$ cat config.mk
export PLATFORM = sky130hd
export DESIGN_NAME = gate_array_rtc_interrupt_ports_unit
export DESIGN_NICKNAME = d
export VERILOG_FILES = /design/src/garip_pkg.sv /design/src/garip_kbd.sv /design/src/garip_rtc.sv /design/src/garip_core.sv /design/src/gate_array_rtc_interrupt_ports_unit.sv
export SDC_FILE = /design/constraint.sdc
export NUM_CORES = 1
export LEC_CHECK = 0
export BUFFER_PORTS_ARGS = -buffer_cell sky130_fd_sc_hd__buf_2
export CAP_MARGIN = 20
export CORE_UTILIZATION = 40
export CTS_BUF_LIST = sky130_fd_sc_hd__clkbuf_8
export CTS_CLUSTER_SIZE = 25
export DETAILED_ROUTE_END_ITERATION = 7
export SETUP_SLACK_MARGIN = 0.15
export SYNTH_ARGS = -nofsm -noshare
export SYNTH_HDL_FRONTEND = slang
export SYNTH_SLANG_ARGS = --single-unit
$ cat constraint.sdc
create_clock -name clk -period 7.8 [get_ports clk]
set_clock_uncertainty 0.05 [all_clocks]
set_input_delay 1.17 -clock clk [delete_from_list [all_inputs] [get_ports clk]]
set_output_delay 1.17 -clock clk [all_outputs]
set_load 0.01 [all_outputs]
$ cat src/garip_pkg.sv
// Shared types, port codes and helper functions of the gate array register block.
`timescale 1ns / 1ps
`default_nettype none

package garip_pkg;

  // Number of keyboard rows scanned by a read of the keyboard port.
  localparam int unsigned KEY_ROWS = 8;

  typedef enum logic [2:0] {
    OP_READ       = 3'd0,
    OP_WRITE      = 3'd1,
    OP_TICK       = 3'd2,
    OP_FLAP_OPEN  = 3'd3,
    OP_FLAP_CLOSE = 3'd4,
    OP_BATT_LOW   = 3'd5,
    OP_SOFT_RESET = 3'd6
  } op_e_t;

  // Configuration register indexes.
  localparam logic CFG_WIDTH  = 1'b0;
  localparam logic CFG_HEIGHT = 1'b1;

  // Port addresses (low byte of the port address).
  localparam logic [7:0] PORT_LCD0   = 8'h70;
  localparam logic [7:0] PORT_LCD1   = 8'h71;
  localparam logic [7:0] PORT_LCD2   = 8'h72;
  localparam logic [7:0] PORT_LCD3   = 8'h73;
  localparam logic [7:0] PORT_SCR    = 8'h74;
  localparam logic [7:0] PORT_COM    = 8'hB0;
  localparam logic [7:0] PORT_INT    = 8'hB1;
  localparam logic [7:0] PORT_KBD    = 8'hB2;
  localparam logic [7:0] PORT_EPR    = 8'hB3;
  localparam logic [7:0] PORT_TACK   = 8'hB4;
  localparam logic [7:0] PORT_TMK    = 8'hB5;
  localparam logic [7:0] PORT_ACK    = 8'hB6;
  localparam logic [7:0] PORT_SEG0   = 8'hD0;
  localparam logic [7:0] PORT_SEG1   = 8'hD1;
  localparam logic [7:0] PORT_SEG2   = 8'hD2;
  localparam logic [7:0] PORT_SEG3   = 8'hD3;
  localparam logic [7:0] PORT_RTC4   = 8'hD4;
  localparam logic [7:0] PORT_UDAT0  = 8'hE0;
  localparam logic [7:0] PORT_UDAT1  = 8'hE1;
  localparam logic [7:0] PORT_USTA   = 8'hE5;

  // Fixed read values.
  localparam logic [7:0] STA_READ_VAL  = 8'h80;
  localparam logic [7:0] USTA_READ_VAL = 8'h10;
  localparam logic [7:0] IDLE_READ_VAL = 8'hFF;

  // Real-time clock limits.
  localparam logic [7:0] RTC_TICK_MAX = 8'd199;
  localparam logic [7:0] RTC_SEC_AT   = 8'h80;
  localparam logic [7:0] RTC_MIN_MAX  = 8'd59;
  localparam logic [7:0] RTC_HALF_MIN = 8'd32;
  localparam logic [7:0] RTC_DAY_MAX  = 8'd31;

  // Timer event codes.
  localparam logic [2:0] TEV_NONE = 3'b000;
  localparam logic [2:0] TEV_TICK = 3'b001;
  localparam logic [2:0] TEV_SEC  = 3'b010;
  localparam logic [2:0] TEV_MIN  = 3'b100;

  // Reset values and masks.
  localparam logic [7:0] IEN_RESET     = 8'h23;
  localparam logic [7:0] TMASK_RESET   = 8'h01;
  localparam logic [7:0] STA_TIME_CLR  = 8'hFE;
  localparam logic [7:0] STA_TIME_BIT  = 8'h01;
  localparam logic [7:0] STA_FLAP_BITS = 8'hA0;
  localparam logic [7:0] STA_FLAP_CLR  = 8'h7F;
  localparam logic [7:0] STA_BATT_BIT  = 8'h08;

  typedef struct packed {
    logic [2:0]  operation;
    logic [15:0] port_address;
    logic [7:0]  write_data;
    logic        key_pressed;
    logic [63:0] key_matrix;
  } item_t;

  typedef struct packed {
    logic [7:0]  read_data;
    logic        irq_out;
    logic        wake_cpu;
    logic        snooze_cpu;
    logic        speaker_out;
    logic [31:0] segment_banks;
    logic [7:0]  seg0_lower_bank;
    logic [63:0] lcd_bases;
    logic [15:0] screen_base_word;
  } result_t;

  // The interrupt line pairs enable bits with status bits position by position.
  function automatic logic irq_eval(input logic [7:0] ien, input logic [7:0] ist);
    irq_eval = ien[0] & (|(ien & ist));
  endfunction

  // True when v is a multiple of three: base-4 digit sums keep the residue mod 3.
  function automatic logic mod3_zero(input logic [7:0] v);
    logic [3:0] s1;
    logic [2:0] s2;
    s1 = {2'b00, v[1:0]} + {2'b00, v[3:2]} + {2'b00, v[5:4]} + {2'b00, v[7:6]};
    s2 = {1'b0, s1[1:0]} + {1'b0, s1[3:2]};
    mod3_zero = (s2 == 3'd0) || (s2 == 3'd3) || (s2 == 3'd6);
  endfunction

endpackage

`default_nettype wire

$ cat src/garip_kbd.sv
// Keyboard matrix read: ORs the rows selected (active low) by the address high byte.
`timescale 1ns / 1ps
`default_nettype none

module garip_kbd
  import garip_pkg::*;
(
  input  wire logic [7:0]  row_sel,
  input  wire logic [63:0] key_matrix,
  output logic      [7:0]  key_data
);

  logic [7:0] acc;

  always_comb begin
    acc = 8'h00;
    for (int i = 0; i < KEY_ROWS; i++) begin
      if (!row_sel[i]) begin
        acc = acc | key_matrix[8*i +: 8];
      end
    end
    key_data = ~acc;
  end

endmodule

`default_nettype wire

$ cat src/garip_rtc.sv
// Next value of the five real-time counters on a clock tick, and the timer event.
`timescale 1ns / 1ps
`default_nettype none

module garip_rtc
  import garip_pkg::*;
(
  input  wire logic [4:0][7:0] cnt,
  output logic      [4:0][7:0] cnt_nxt,
  output logic      [2:0]      tev
);

  logic [7:0] c0_inc;
  logic [7:0] c1_inc;
  logic [7:0] c2_inc;
  logic [7:0] c3_inc;
  logic [7:0] c4_inc;

  assign c0_inc = cnt[0] + 8'd1;
  assign c1_inc = cnt[1] + 8'd1;
  assign c2_inc = cnt[2] + 8'd1;
  assign c3_inc = cnt[3] + 8'd1;
  assign c4_inc = cnt[4] + 8'd1;

  always_comb begin
    cnt_nxt = cnt;
    tev     = TEV_NONE;
    if (c0_inc > RTC_TICK_MAX) begin
      cnt_nxt[0] = 8'd0;
    end else begin
      cnt_nxt[0] = c0_inc;
      if (c0_inc[0]) begin
        tev = TEV_TICK;
      end
      if (c0_inc == RTC_SEC_AT) begin
        tev = TEV_SEC;
        if (c1_inc > RTC_MIN_MAX) begin
          cnt_nxt[1] = 8'd0;
          cnt_nxt[2] = c2_inc;
          // Carries ripple only when the lower counter wraps through zero.
          if (c2_inc == 8'd0) begin
            cnt_nxt[3] = c3_inc;
            if (c3_inc == 8'd0) begin
              cnt_nxt[4] = (c4_inc > RTC_DAY_MAX) ? 8'd0 : c4_inc;
            end
          end
        end else begin
          cnt_nxt[1] = c1_inc;
          if (c1_inc == RTC_HALF_MIN) begin
            tev = TEV_MIN;
          end
        end
      end
    end
  end

endmodule

`default_nettype wire

$ cat src/garip_core.sv
// Register file of the gate array and the per-item update and result logic.
`timescale 1ns / 1ps
`default_nettype none

module garip_core
  import garip_pkg::*;
(
  input  wire logic       clk,
  input  wire logic       rst_n,
  input  wire logic       en,
  input  wire item_t      item,
  input  wire logic [7:0] width_code,
  input  wire logic [7:0] height_code,
  output result_t         res_nxt
);

  logic [3:0][7:0]  seg_r,   seg_nxt;
  logic [4:0][7:0]  rtc_r,   rtc_nxt;
  logic [2:0]       ts_r,    ts_nxt;
  logic [7:0]       tmask_r, tmask_nxt;
  logic [7:0]       ien_r,   ien_nxt;
  logic [7:0]       ist_r,   ist_nxt;
  logic [7:0]       cmd_r,   cmd_nxt;
  logic             irq_r,   irq_nxt;
  logic [3:0][15:0] lcd_r,   lcd_nxt;
  logic [15:0]      scr_r,   scr_nxt;
  logic             spk_r,   spk_nxt;
  logic             lower_r, lower_nxt;

  logic [4:0][7:0] rtc_tick;
  logic [2:0]      tev;
  logic [7:0]      key_data;
  logic [7:0]      port;
  logic [7:0]      wd;
  logic [7:0]      rd;
  logic [7:0]      ist_tmp;
  logic [2:0]      ts_tmp;
  logic            wake;
  logic            snooze;
  op_e_t           op;

  assign port = item.port_address[7:0];
  assign wd   = item.write_data;
  assign op   = op_e_t'(item.operation);

  garip_rtc u_rtc (
    .cnt     (rtc_r),
    .cnt_nxt (rtc_tick),
    .tev     (tev)
  );

  garip_kbd u_kbd (
    .row_sel    (item.port_address[15:8]),
    .key_matrix (item.key_matrix),
    .key_data   (key_data)
  );

  always_comb begin
    seg_nxt   = seg_r;
    rtc_nxt   = rtc_r;
    ts_nxt    = ts_r;
    tmask_nxt = tmask_r;
    ien_nxt   = ien_r;
    ist_nxt   = ist_r;
    cmd_nxt   = cmd_r;
    irq_nxt   = irq_r;
    lcd_nxt   = lcd_r;
    scr_nxt   = scr_r;
    spk_nxt   = spk_r;
    lower_nxt = lower_r;
    rd        = IDLE_READ_VAL;
    wake      = 1'b0;
    snooze    = 1'b0;
    ist_tmp   = ist_r;
    ts_tmp    = ts_r;

    case (op)
      OP_READ: begin
        case (port)
          PORT_COM: rd = STA_READ_VAL;
          PORT_INT: rd = ist_r;
          PORT_KBD: begin
            // Keyboard wait: no key down and wait enabled puts the CPU to snooze.
            if (ien_r[7] && !item.key_pressed) begin
              snooze = 1'b1;
            end else begin
              rd = key_data;
            end
          end
          PORT_TMK: rd = {5'b00000, ts_r};
          PORT_SEG0, PORT_SEG1, PORT_SEG2, PORT_SEG3, PORT_RTC4: rd = rtc_r[port[2:0]];
          PORT_LCD0: rd = width_code;
          PORT_LCD1: rd = height_code;
          PORT_UDAT0, PORT_UDAT1: rd = 8'h00;
          PORT_USTA: rd = USTA_READ_VAL;
          default: rd = IDLE_READ_VAL;
        endcase
      end
      OP_WRITE: begin
        case (port)
          PORT_LCD0, PORT_LCD1, PORT_LCD2, PORT_LCD3: begin
            lcd_nxt[port[1:0]] = {item.port_address[15:8], wd};
          end
          PORT_SCR: scr_nxt = {item.port_address[15:8], wd};
          PORT_SEG0, PORT_SEG1, PORT_SEG2, PORT_SEG3: begin
            seg_nxt[port[1:0]] = wd;
            if (port == PORT_SEG0) begin
              lower_nxt = cmd_r[2];
            end
          end
          PORT_COM: begin
            cmd_nxt = wd;
            if (wd[4]) begin
              rtc_nxt   = '0;
              ts_nxt    = 3'b000;
              tmask_nxt = TMASK_RESET;
            end
            if (!wd[7]) begin
              spk_nxt = wd[6];
            end
            // Segment zero is repaged with the new RAM-select bit.
            lower_nxt = wd[2];
          end
          PORT_INT: begin
            ien_nxt = wd;
            irq_nxt = irq_eval(wd, ist_r);
          end
          PORT_TACK: begin
            ts_tmp = ts_r & ~wd[2:0];
            ts_nxt = ts_tmp;
            if (ts_tmp == 3'b000) begin
              ist_tmp = ist_r & STA_TIME_CLR;
              ist_nxt = ist_tmp;
              irq_nxt = irq_eval(ien_r, ist_tmp);
            end
          end
          PORT_TMK: tmask_nxt = wd;
          PORT_ACK: begin
            ist_tmp = ist_r & ~wd;
            ist_nxt = ist_tmp;
            irq_nxt = irq_eval(ien_r, ist_tmp);
          end
          default: begin
          end
        endcase
      end
      OP_TICK: begin
        if (cmd_r[4]) begin
          rtc_nxt   = '0;
          ts_nxt    = 3'b000;
          tmask_nxt = TMASK_RESET;
        end else begin
          rtc_nxt = rtc_tick;
          if (ien_r[0]) begin
            if (ist_r[7]) begin
              ist_tmp = ist_r & STA_TIME_CLR;
              ist_nxt = ist_tmp;
              irq_nxt = irq_eval(ien_r, ist_tmp);
              wake    = mod3_zero(rtc_tick[0]);
            end else if (!ien_r[1] || (tmask_r == 8'h00)) begin
              ist_tmp = ist_r & STA_TIME_CLR;
              ist_nxt = ist_tmp;
              irq_nxt = irq_eval(ien_r, ist_tmp);
            end else if (tev != TEV_NONE) begin
              ts_nxt = tev;
              if (|(tmask_r[2:0] & tev)) begin
                ist_tmp = ist_r | STA_TIME_BIT;
                ist_nxt = ist_tmp;
                irq_nxt = irq_eval(ien_r, ist_tmp);
                wake    = 1'b1;
              end
            end
          end
        end
      end
      OP_FLAP_OPEN: begin
        if (ien_r[5] && ien_r[0]) begin
          ist_tmp = ist_r | STA_FLAP_BITS;
          ist_nxt = ist_tmp;
          irq_nxt = irq_eval(ien_r, ist_tmp);
          wake    = 1'b1;
        end
      end
      OP_FLAP_CLOSE: begin
        ist_tmp = ist_r & STA_FLAP_CLR;
        ist_nxt = ist_tmp;
        irq_nxt = irq_eval(ien_r, ist_tmp);
        wake    = 1'b1;
      end
      OP_BATT_LOW: begin
        ist_tmp = ist_r | STA_BATT_BIT;
        ist_nxt = ist_tmp;
        irq_nxt = irq_eval(ien_r, ist_tmp);
      end
      OP_SOFT_RESET: begin
        // Segment zero is repaged with the old command register, and the line is
        // evaluated with the old status before the status is cleared.
        seg_nxt   = '0;
        lower_nxt = cmd_r[2];
        rtc_nxt   = '0;
        ts_nxt    = 3'b000;
        tmask_nxt = TMASK_RESET;
        cmd_nxt   = 8'h00;
        ien_nxt   = IEN_RESET;
        irq_nxt   = irq_eval(IEN_RESET, ist_r);
        ist_nxt   = 8'h00;
      end
      default: begin
      end
    endcase
  end

  always_ff @(posedge clk) begin
    if (!rst_n) begin
      seg_r   <= '0;
      rtc_r   <= '0;
      ts_r    <= 3'b000;
      tmask_r <= TMASK_RESET;
      ien_r   <= IEN_RESET;
      ist_r   <= 8'h00;
      cmd_r   <= 8'h00;
      irq_r   <= 1'b0;
      lcd_r   <= '0;
      scr_r   <= 16'h0000;
      spk_r   <= 1'b0;
      lower_r <= 1'b0;
    end else if (en) begin
      seg_r   <= seg_nxt;
      rtc_r   <= rtc_nxt;
      ts_r    <= ts_nxt;
      tmask_r <= tmask_nxt;
      ien_r   <= ien_nxt;
      ist_r   <= ist_nxt;
      cmd_r   <= cmd_nxt;
      irq_r   <= irq_nxt;
      lcd_r   <= lcd_nxt;
      scr_r   <= scr_nxt;
      spk_r   <= spk_nxt;
      lower_r <= lower_nxt;
    end
  end

  always_comb begin
    res_nxt.read_data        = rd;
    res_nxt.irq_out          = irq_nxt;
    res_nxt.wake_cpu         = wake;
    res_nxt.snooze_cpu       = snooze;
    res_nxt.speaker_out      = spk_nxt;
    res_nxt.segment_banks    = seg_nxt;
    res_nxt.seg0_lower_bank  = lower_nxt ? 8'd32 : 8'd0;
    res_nxt.lcd_bases        = lcd_nxt;
    res_nxt.screen_base_word = scr_nxt;
  end

endmodule

`default_nettype wire

$ cat src/gate_array_rtc_interrupt_ports_unit.sv
// Top level of the gate array register block: input stage, result register, config.
//
// Each input item is one port read, port write, 5 ms clock tick, flap open or
// close, battery-low event or soft reset; each item yields exactly one result
// item on the out_ channel, in order. Both channels use valid/ready.
// An accepted item is held in an input register until it can advance; the
// register update and the result are formed from it by single-level logic and
// the result is captured in the output register. One item per cycle is
// sustained while the receiver keeps out_ready high: the input register frees
// as soon as its item moves into the output register, which happens whenever
// the output register is empty or being taken.
// When the receiver stalls, the output register holds its item, the input
// register fills, and in_ready drops until out_ready returns.
// cfg_we writes the screen width (index 0) or height (index 1) code, read back
// through the LCD ports 0x70 and 0x71; write only while the block is idle.
// A synchronous reset (rst_n low) empties both stages and returns the core and
// config registers to their reset values; the item and result data are not reset.
`timescale 1ns / 1ps
`default_nettype none

module gate_array_rtc_interrupt_ports_unit
  import garip_pkg::*;
(
  input  wire logic        clk,
  input  wire logic        rst_n,
  input  wire logic        in_valid,
  output logic             in_ready,
  input  wire logic [2:0]  in_operation,
  input  wire logic [15:0] in_port_address,
  input  wire logic [7:0]  in_write_data,
  input  wire logic        in_key_pressed,
  input  wire logic [63:0] in_key_matrix,
  output logic             out_valid,
  input  wire logic        out_ready,
  output logic [7:0]       out_read_data,
  output logic             out_irq_out,
  output logic             out_wake_cpu,
  output logic             out_snooze_cpu,
  output logic             out_speaker_out,
  output logic [31:0]      out_segment_banks,
  output logic [7:0]       out_seg0_lower_bank,
  output logic [63:0]      out_lcd_bases,
  output logic [15:0]      out_screen_base_word,
  input  wire logic        cfg_we,
  input  wire logic        cfg_index,
  input  wire logic [7:0]  cfg_wdata
);

  logic    s1_v_r, s1_v_nxt;
  item_t   s1_item_r;
  logic    out_v_r, out_v_nxt;
  result_t out_res_r;
  result_t res_nxt;
  logic    s1_adv;
  logic    in_acc;
  logic [7:0] width_r;
  logic [7:0] height_r;

  assign s1_adv   = s1_v_r && (!out_v_r || out_ready);
  assign in_ready = !s1_v_r || s1_adv;
  assign in_acc   = in_valid && in_ready;

  assign s1_v_nxt  = in_acc || (s1_v_r && !s1_adv);
  assign out_v_nxt = s1_adv || (out_v_r && !out_ready);

  garip_core u_core (
    .clk         (clk),
    .rst_n       (rst_n),
    .en          (s1_adv),
    .item        (s1_item_r),
    .width_code  (width_r),
    .height_code (height_r),
    .res_nxt     (res_nxt)
  );

  always_ff @(posedge clk) begin
    if (!rst_n) begin
      s1_v_r   <= 1'b0;
      out_v_r  <= 1'b0;
      width_r  <= 8'h00;
      height_r <= 8'h00;
    end else begin
      s1_v_r  <= s1_v_nxt;
      out_v_r <= out_v_nxt;
      if (cfg_we) begin
        unique case (cfg_index)
          CFG_WIDTH:  width_r  <= cfg_wdata;
          CFG_HEIGHT: height_r <= cfg_wdata;
          default: begin
          end
        endcase
      end
    end
  end

  always_ff @(posedge clk) begin
    if (in_acc) begin
      s1_item_r.operation    <= in_operation;
      s1_item_r.port_address <= in_port_address;
      s1_item_r.write_data   <= in_write_data;
      s1_item_r.key_pressed  <= in_key_pressed;
      s1_item_r.key_matrix   <= in_key_matrix;
    end
    if (s1_adv) begin
      out_res_r <= res_nxt;
    end
  end

  assign out_valid            = out_v_r;
  assign out_read_data        = out_res_r.read_data;
  assign out_irq_out          = out_res_r.irq_out;
  assign out_wake_cpu         = out_res_r.wake_cpu;
  assign out_snooze_cpu       = out_res_r.snooze_cpu;
  assign out_speaker_out      = out_res_r.speaker_out;
  assign out_segment_banks    = out_res_r.segment_banks;
  assign out_seg0_lower_bank  = out_res_r.seg0_lower_bank;
  assign out_lcd_bases        = out_res_r.lcd_bases;
  assign out_screen_base_word = out_res_r.screen_base_word;

`ifndef ASSERT_OFF
  a_adv_fills_out: assert property (@(posedge clk) disable iff (!rst_n)
    s1_adv |=> out_valid)
    else $error("item left the input stage but no result became valid");

  a_out_drains: assert property (@(posedge clk) disable iff (!rst_n)
    (out_valid && out_ready && !s1_v_r) |=> !out_valid)
    else $error("result reappeared with no item in the input stage");

  a_stall_holds_item: assert property (@(posedge clk) disable iff (!rst_n)
    !in_ready |-> (s1_v_r && out_v_r))
    else $error("input stalled while a stage was free");

  a_snooze_reads_idle: assert property (@(posedge clk) disable iff (!rst_n)
    (out_valid && out_snooze_cpu) |-> (out_read_data == IDLE_READ_VAL && !out_wake_cpu))
    else $error("snooze result carries read data or a wake pulse");
`endif

endmodule

`default_nettype wire

==> results of run 1 <==
-- metrics by stage --
step	setup WS [ns]	util	area, um^2
finish	2.59	0.473	21500
global route	2.23	0.473	21500
detailed placement	2.62	0.441	20100
floorplan	1.80	-	18600
CTS	2.61	0.471	21500
global placement	2.78	0.440	20100
-- per-layer routing --
metal  up-vias  routed length, um
li1       6879                  -
met1      6942              22900
met2       477              23900
met3        98               3190
met4         8               1120
met5         -                 54
-- path summary, 6_finish.rpt --
kind | start | to | slack (ns) | cells past startpoint
min | height_r[5]$_SDFFE_PN0P_ | height_r[5]$_SDFFE_PN0P_ | 0.40 | 2
max | u_core.rtc_r[0]$_SDFFE_PN0P_ | out_wake_cpu$_DFFE_PP_ | 2.59 | 19
min reg2reg | height_r[5]$_SDFFE_PN0P_ | height_r[5]$_SDFFE_PN0P_ | 0.40 | 2
max reg2reg | u_core.rtc_r[0]$_SDFFE_PN0P_ | out_wake_cpu$_DFFE_PP_ | 2.59 | 19
-- worst max-delay path, cell delays in order (launching register included) --
cell      delay [ns]
dfxtp_1         0.52
ha_1            0.39
and4b_1         0.24
a31oi_1         0.04
o22ai_1         0.28
and2b_1         0.33
nor2_1          0.11
ha_1            0.22
fa_1            0.46
fa_1            0.51
ha_1            0.15
inv_1           0.05
fa_1            0.47
inv_1           0.05
ha_1            0.17
inv_1           0.06
fa_1            0.44
xor2_1          0.16
a21oi_1         0.14
o211ai_1        0.11
-- final cells by class --
type | count | area share
Multi-Input combinational cell | 1187 | 0.330
Sequential cell | 419 | 0.490
Timing Repair Buffer | 254 | 0.0640
Antenna cell | 1 | 0.000116
Inverter | 91 | 0.0164
Clock inverter | 54 | 0.0123
Clock buffer | 82 | 0.0524
Tap cell | 600 | 0.0348
-- flip-flops by register name, indices dropped and copies added, names as in the netlist, 2 cells and up --
name / count
height_r: 8
u_core.tmask_r: 8
u_core.ien_r: 8
s1_item_r: 92
out_screen_base_word: 16
out_read_data: 8
u_core.ts_r: 3
u_core.rtc_r: 40
u_core.lcd_r: 64
out_segment_banks: 32
u_core.seg_r: 32
u_core.scr_r: 16
width_r: 8
out_lcd_bases: 64
u_core.ist_r: 8
u_core.cmd_r: 2
-- power groups by stage --
stage	Combinational, W	Sequential [W]	Clock, W
after detailed placement	0.000299	0.00251	0
after CTS	0.000300	0.00246	0.00198
final	0.000302	0.00246	0.00192
after global placement	0.000295	0.00251	0
after global routing	0.000329	0.00247	0.00207
after floorplan	0.000183	0.00250	0
-- cells in the final DEF (no fill, tap or decap), types with 49 or more instances in the layout --
cell,netlist,layout
nor3_1,81,78
inv_1,88,110
nor2_1,185,185
mux2_2,85,85
edfxtp_1,217,217
dfxtp_1,202,202
clkbuf_8,0,82
o21ai_0,69,69
nand2_1,248,248
nand3_1,49,49
buf_2,15,232
a21oi_1,134,134
-- cells by family (layout without fill, tap and decap cells) --
logic type / Yosys count / count (layout)
xor+xnor: 15 / 15
mux: 115 / 115
simple gates: 693 / 693
fa+ha+maj: 18 / 18
compound gates: 339 / 339
buf+inv: 221 / 481
flops: 419 / 419
other cells: 1 / 8
==> run metrics, run 1 <==
status finished clean; register area 10600 um^2; Layout area overhead 16.2%; Slew Limit Fails 0; placed instance count 2547; Root Driver clkbuf_8; Post-Synth XOR/XNOR Area 0.00708; final setup violation count 0; Synth Register Bits 419; Final HPWL DP 33200 um; DR WL/cell 19.0 um; RePlAce Congestion roughly 0.89; Port Buffers between 200 and 250; dominant cells by area after synthesis edfxtp_1, dfxtp_1, mux2_2; syn_area_per_cell between 10 and 15 um^2; period utilization 0.668; RSZ-0062 raised after global routing no; CTS tree built; initial core utilization 0.407; combinational family with the most area after synthesis simple AND/OR/NAND/NOR gates; mux share of post-synthesis cell area 0.0732; Worst setup EP type flop; Mapped Cells about 1800; Cell Area, Synth ~19000 um^2; # IOs between 200 and 250; Synth top cells by count nand2_1, edfxtp_1, dfxtp_1; Synth warnings 0; asr flop ratio synth 0; M1 GR Usage 0.282; hold_ws ~0.4 ns; GR Util All Layers 0.211; CTS Hold Bufs 0; Tmin final ~5.2 ns; largest net degree at the start of global routing 152; initial antenna violation count 4; DRT antenna net count 0; Layout Cells excl Fill about 2700; Iteration-0 DRC Markers 1315; crit path DAT between 5 and 6 ns; Skew-Pair Late Insertion Delay around 0.65 ns; CP Launch Type flop; via count 14404; layout cells sized above 1 0.228; ys flop type edfxtp_1; 1st-pass router iterations 6; grt total ovfl 0; VDD IR max about 0.16 mV; leading area contributor after synthesis edfxtp_1; Hold WC Path Type flop to flop; post-layout power 0.00469 W; Reg clk slew, reported paths ~0.060 ns; synth unique cells slightly below 90; filler instances between 4000 and 5000; Worst Tran Pin Value ~1.2 ns; simple-gate share of the synthesized area 0.174; Sw Ratio 0.250; first-pass GRT wire length roughly 76000 um; kind of critical path flop to flop; number of synthesized flops with an enable pin around 220; DRC viols 0; total CTS buffers between 70 and 80; Psw 0.00117 W; clock tree buffer depth 3; Max Cap Viol 0; Flop pwr share 0.525; die area 47200 um^2; met2 usage 0.336; clock share of power 0.410; Synth Area in Adders 0.0142; Seq/Total Area, Yosys 0.569; Chip Width about 220 um; maximum net fanout on the critical path 9; Fin Setup TNS 0 ns; count leader, synth nand2_1; worst path required time 8.12 ns; post-synthesis compound-gate area fraction 0.112; CORE AREA 45600 um^2; vias in the first global route 13451; CTS Sinks roughly 420; row count 78; Cell Pwr Density between 200 and 250 nW/um^2; busiest grt layer met2; # nets final 2150; WL final 51200 um; share of Yosys cell area claimed by the top area cell type 0.351; Int Pwr between 0.003 and 0.004 W; relative slew slack 0.220; multi-input logic area about 7100 um^2; Gate power share 0.064; Vias per Instance 5.36; leakage ~8.2 nW; Die Height about 220 um; CTS resizes 0; postcts setup bufs 0; routing usage on met3 0.0429; H-tree depth 3; Final Hold Fails 0; Peak Freq ~190 MHz
Power figures use the tool's default switching activity.
==> inputs of run 2 (changes only) <==
==> constraint.sdc (replaced) <==
create_clock -name clk -period 5.3 [get_ports clk]
set_clock_uncertainty 0.05 [all_clocks]
set_input_delay 0.795 -clock clk [delete_from_list [all_inputs] [get_ports clk]]
set_output_delay 0.795 -clock clk [all_outputs]
set_load 0.01 [all_outputs]
==> run metrics, run 2 (synthesized netlist as in run 1, its figures left out) <==
status finished clean; total CTS buffers 73 (unchanged); min-delay src in_key_matrix[6]; die area 47200 um^2 (unchanged); cell mode on critical path fa_1; CP bufs+invs 3 (unchanged); grt total ovfl 0 (unchanged); CTS Hold Bufs 0 (unchanged); Peak Freq 203 MHz (+5.7%); Critical R2R Launch u_core.rtc_r[1]$_SDFFE_PN0P_; Hold Path Stages 1 (-1); Final HPWL DP 33500 um (+0.93%); Iteration-0 DRC Markers 1300 (-1.1%); slowest stage cell on the critical path fa_1; Layout area overhead 16.3% (about the same); # nets final 2150 (unchanged); Slew Limit Fails 0 (unchanged); r2r setup slk 0.37 ns (-2.22 ns); period utilization 0.930 (+0.262); GR Util All Layers 0.211 (+0.000602); register bank with the most flops s1_item_r; most frequent cells in the layout nand2_1, buf_2, edfxtp_1, dfxtp_1, nor2_1; DRT antenna net count 0 (unchanged); Reg clk slew, reported paths 0.06 ns (about the same); initial core utilization 0.407 (unchanged); Cell Pwr Density 324 nW/um^2 (+49%); DRC viols 0 (unchanged); crit path cell chain ha_2 > and4b_1 > a31oi_1 > o22ai_1 > and2b_1 > nor2_1 > ha_1 > fa_1 > fa_1 > ha_1 > inv_1 > fa_1 > inv_1 > ha_1 > inv_1 > fa_1 > xor2_1 > a21oi_1 > o211ai_1; routed wl met2 23500 um (-1.8%); crit path from u_core.rtc_r[1]$_SDFFE_PN0P_; Die Height 217 um (unchanged); CTS resizes 0 (unchanged); Vias per Instance 5.40 (+0.82%); hold_ws 0.277 ns (-0.125 ns); most common cell after layout, fill and taps aside nand2_1; Max Used Layer met5; Register-to-Register Path Depth 19 (unchanged); M1 wire length 22700 um (-0.64%); WP depth 19 (unchanged); initial antenna violation count 6 (+2); maximum net fanout on the critical path 9 (unchanged); Chip Width 217 um (unchanged); 1st-pass router iterations 6 (unchanged); WL final 51100 um (about the same); Skew-Pair Late Insertion Delay 0.64 ns (about the same); max reg flops 92 (unchanged); post-route cell area 21600 um^2 (about the same); relative slew slack 0.304 (+0.0841); Hold Path Sink s1_item_r[6]$_DFFE_PP_; worst path required time 5.61 ns (-2.51 ns); Diodes inserted 0 (-1); pre-CTS WS 0.272 ns (-2.35 ns); crit path DAT 5.24 ns (-0.30 ns); Crit path largest cell delay 0.50 ns (-0.02 ns); CORE AREA 45600 um^2 (unchanged); CTS tree built; Tmin final 4.93 ns (-0.283 ns); DP Area 20100 um^2 (about the same); Max Cap Viol 0 (unchanged); DR WL/cell 19.1 um (about the same); CTS Sinks 419 (unchanged); CP Launch Type flop; clock tree buffer depth 3 (unchanged); kind of critical path flop to flop; leakage 8.17 nW (+0.17%); largest net degree at the start of global routing 166 (+9.2%); Worst setup EP type flop; worst setup margin 0.370 ns (-2.22 ns); Port Buffers 232 (unchanged); vias in the first global route 13438 (-0.097%); Fin Setup TNS 0 ns (unchanged); RR Endpoint out_wake_cpu$_DFFE_PP_; postcts setup bufs 0 (unchanged); RePlAce Congestion 0.890 (+0.52%); H-tree depth 3 (unchanged); via count 14500 (+0.67%); layout cells sized above 1 0.229 (+0.00177); row count 78 (unchanged); Root Driver clkbuf_8; Top delay family on crit path adder cells; # IOs 240 (unchanged); VDD IR max 0.240 mV (+50%); met3 wire length 3480 um (+9.1%); Final Hold Fails 0 (unchanged); first-pass GRT wire length 76800 um (+0.65%); RSZ-0062 raised after global routing no; Worst Tran Pin Value 1.04 ns (-0.132 ns); final setup violation count 0 (unchanged); Hold WC Path Type primary input to flop
[run 2: cell count changes in the layout (fill, tap and decap cells not counted), sizes merged]
cell    before  now
clkinv      28   21
bufinv       1    3
clkbuf      83   84
diode        1    0
inv        115  116
[run 2: metrics by stage]
stage	utilization	std cells	total power, W
after floorplan	-	1827	0.00394
after global placement	0.441	2547	0.00413
after detailed placement	0.441	2548	0.00414
after CTS	0.473	2681	0.00708
after global routing	0.473	2684	0.00727
final	0.473	2684	0.00699
[run 2: final cells by class]
type | instances | area [um^2]
Clock buffer | 83 | 1140
Clock inverter | 50 | 303
Fill cell | 4254 | 24000
Inverter | 91 | 354
Multi-Input combinational cell | 1187 | 7110
Sequential cell | 419 | 10600
Tap cell | 600 | 751
Timing Repair Buffer | 254 | 1350
[run 2: how the worst max path moves through the flow]
stage | end
finish | out_wake_cpu$_DFFE_PP_
global route | out_wake_cpu$_DFFE_PP_
CTS | out_wake_cpu$_DFFE_PP_
detailed placement | out_wake_cpu$_DFFE_PP_
global placement | out_wake_cpu$_DFFE_PP_
floorplan | out_wake_cpu$_DFFE_PP_
[run 2: power breakdown]
group / switching, W / leakage (nW) / internal (W)
registers: 0.0000888 / 3.71 / 0.00354
clock network: 0.00134 / 0.832 / 0.00158
logic: 0.000284 / 3.63 / 0.000153
[run 2: worst reg2reg max path: cells and delay by family (launching register included)]
kind,cells,cell delay [ns]
flip-flops,1,0.47
XOR/XNOR,1,0.16
buffers and inverters,3,0.14
AO/OA/AOI/OAI,4,0.51
adder cells (fa/ha/maj),8,2.71
AND/OR/NAND/NOR,3,0.62
[run 2: routing by layer]
metal,GRT usage,vias to the layer above
met5,0,-
met4,0.0800,10
met3,0.0475,105
met2,0.336,492
met1,0.280,6992
li1,-,6901
==> inputs of run 3 (changes only) <==
--- a/config.mk
+++ b/config.mk
@@ -14,4 +14,5 @@
 export SETUP_SLACK_MARGIN = 0.15
 export SYNTH_ARGS = -nofsm -noshare
 export SYNTH_HDL_FRONTEND = slang
+export SYNTH_HIERARCHICAL = 1
 export SYNTH_SLANG_ARGS = --single-unit
==> run metrics, run 3 <==
status finished clean; most common cell after layout, fill and taps aside nand2_1; CTS Hold Bufs 0 (unchanged); die area 49100 um^2 (+4.0%); CTS Sinks 426 (+1.7%); DRT antenna net count 0 (unchanged); layout cells sized above 1 0.238 (+0.00875); cell mode on critical path fa_1; count leader, synth nand2_1; Top delay family on crit path adder cells; Peak Freq 196 MHz (-3.2%); period utilization 0.961 (+0.0309); Synth top cells by count nand2_1, edfxtp_1, dfxtp_1; Chip Width 222 um (+2.0%); relative slew slack 0.269 (-0.0354); met3 wire length 3850 um (+11%); slowest stage cell on the critical path fa_1; Cell Area, Synth 19300 um^2 (+4.0%); routed wl met2 23500 um (about the same); Final Hold Fails 0 (unchanged); hold_ws 0.246 ns (-0.0307 ns); maximum net fanout on the critical path 7 (-2); 1st-pass router iterations 5 (-1); Crit path largest cell delay 0.54 ns (+0.04 ns); Slew Limit Fails 0 (unchanged); Mapped Cells 1888 (+3.7%); RSZ-0062 raised after global routing yes; M1 wire length 24000 um (+5.5%); Critical R2R Launch u_core/rtc_r[1]$_SDFFE_PN0P_; post-route cell area 22600 um^2 (+4.7%); min-delay src in_port_address[2]; Max Cap Viol 0 (unchanged); ys flop type edfxtp_1; DR WL/cell 19.1 um (about the same); final setup violation count 0 (unchanged); Cell Pwr Density 307 nW/um^2 (-5.5%); Max Used Layer met5; share of Yosys cell area claimed by the top area cell type 0.349 (-0.00273); worst setup margin 0.206 ns (-0.164 ns); leakage 8.36 nW (+2.3%); leading area contributor after synthesis edfxtp_1; synth unique cells 81 (-8.0%); clock tree buffer depth 3 (unchanged); number of synthesized flops with an enable pin 224 (+3.2%); Hold WC Path Type primary input to flop; Synth Register Bits 426 (+1.7%); pre-CTS WS 0.0576 ns (-0.215 ns); initial core utilization 0.405 (-0.00197); max reg flops 92 (unchanged); first-pass GRT wire length 81800 um (+6.5%); # IOs 240 (unchanged); Reg clk slew, reported paths 0.06 ns (about the same); dominant cells by area after synthesis edfxtp_1, dfxtp_1, nand2_1; most frequent cells in the layout nand2_1, buf_2, edfxtp_1, dfxtp_1, a21oi_1; # nets final 2232 (+3.8%); kind of critical path flop to flop; Vias per Instance 5.44 (+0.72%); Root Driver clkbuf_8; H-tree depth 3 (unchanged); Port Buffers 239 (+3.0%); RePlAce Congestion 0.892 (+0.15%); CORE AREA 47600 um^2 (+4.5%); Tmin final 5.09 ns (+0.164 ns); Skew-Pair Late Insertion Delay 0.67 ns (+0.03 ns); total CTS buffers 75 (+2.7%); register bank with the most flops s1_item_r; worst path required time 5.62 ns (about the same); filler instances 4475 (+5.2%); largest net degree at the start of global routing 69 (-58%); Layout area overhead 17.0%; Hold Path Stages 1 (unchanged); DP Area 21000 um^2 (+4.3%); fin util 0.474 (+0.000770); Synth warnings 6 (+6); VDD IR max 0.177 mV (-26%); Seq/Total Area, Yosys 0.558 (-0.0112); CTS tree built; Layout Cells excl Fill 2783 (+3.7%); WL final 53000 um (+3.7%); Die Height 222 um (+2.0%); vias in the first global route 14422 (+7.3%); CP bufs+invs 6 (+3); Worst setup EP type flop; WP depth 24 (+5); crit path DAT 5.42 ns (+0.18 ns); asr flop ratio synth 0 (unchanged); Final HPWL DP 34400 um (+2.6%); DRC viols 0 (unchanged); Iteration-0 DRC Markers 1223 (-5.9%); crit path from u_core/rtc_r[1]$_SDFFE_PN0P_; Worst Tran Pin Value 1.09 ns (+0.0548 ns); initial antenna violation count 5 (-1); crit path cell chain and3_4 > buf_6 > nor3_4 > a31oi_4 > a311oi_2 > a21oi_4 > nor2_2 > inv_2 > fa_1 > fa_1 > inv_1 > ha_2 > inv_2 > fa_1 > inv_1 > ha_1 > inv_1 > fa_1 > xor2_1 > a21oi_2 > a2bb2oi_1 > nor3_1 > a21oi_1 > o22ai_1; CP Launch Type flop; Register-to-Register Path Depth 24 (+5); placed instance count 2639 (+3.6%); syn_area_per_cell 10.2 um^2 (+0.34%); via count 15143 (+4.4%); GR Util All Layers 0.211 (-0.000482); grt total ovfl 0 (unchanged); row count 80 (+2.6%)
## run 3: layer usage
| layer | vias to the layer above | global-route usage |
|---|---|---|
| met5 | - | 0 |
| met4 | 8 | 0.0869 |
| met3 | 114 | 0.0480 |
| met2 | 612 | 0.326 |
| met1 | 7198 | 0.284 |
| li1 | 7211 | - |
## run 3: cells by family after synthesis
logic type,after synthesis,synth area share
and+or+nand+nor,644,0.158
DFF,426,0.558
AOI/OAI and AO/OA,420,0.140
buffers and inverters,239,0.0517
muxes,112,0.0654
xor gates and xnor gates,26,0.0118
adders and majority gates,20,0.0149
other,1,0.000194
## run 3: worst register-to-register path, cell delays in order, from the launching register on
cell and delay, ns:
dfxtp_4 0.36, and3_4 0.19, buf_6 0.13, nor3_4 0.19, a31oi_4 0.06, a311oi_2 0.29
a21oi_4 0.15, nor2_2 0.17, inv_2 0.05, fa_1 0.54, fa_1 0.40, inv_1 0.07
ha_2 0.17, inv_2 0.04, fa_1 0.50, inv_1 0.04, ha_1 0.16, inv_1 0.07
fa_1 0.43, xor2_1 0.19, a21oi_2 0.15, a2bb2oi_1 0.18, nor3_1 0.06, a21oi_1 0.14
o22ai_1 0.08
## run 3: power by group
| part | leakage, nW | total (W) | internal (W) | switching [W] |
|---|---|---|---|---|
| clock network | 0.868 | 0.00290 | 0.00151 | 0.00139 |
| logic | 3.81 | 0.000374 | 0.000123 | 0.000251 |
| registers | 3.67 | 0.00365 | 0.00357 | 0.0000743 |
| total | 8.36 | 0.00692 | 0.00521 | 0.00172 |
## run 3: cell type report
class                   instances  area [um^2]  share of cell area
diodes                          1         2.50            0.000111
clock buffers                  87         1200              0.0530
clock inverters                51          245              0.0109
inverters                      92          348              0.0154
multi-input cells            1229         7690               0.341
flip-flops and latches        426        10800               0.477
well taps                     615          769              0.0341
repair buffers                282         1540              0.0684
## run 3: timing repair
action                     in CTS  in global routing
gates resized for setup         5                 27
buffers inserted                0                  1
setup endpoints to repair       1                  1
hold endpoints to repair        0                  0
pin swaps                       1                 14
## run 3: final timing paths
path	slack [ns]	end
max reg2reg	0.21	out_wake_cpu$_DFFE_PP_
min reg2reg	0.40	u_core/lcd_r[5]$_SDFFE_PN0P_
max	0.21	out_wake_cpu$_DFFE_PP_
min	0.25	s1_item_r[75]$_DFFE_PP_
## run 3: per-stage QoR
stage	total power [W]	TNS, ns
4_1_cts	0.00702	0
5_1_grt	0.00720	-0.0440
6_report	0.00692	0
3_5_place_dp	0.00409	0
2_1_floorplan	0.00392	0
3_3_place_gp	0.00408	0
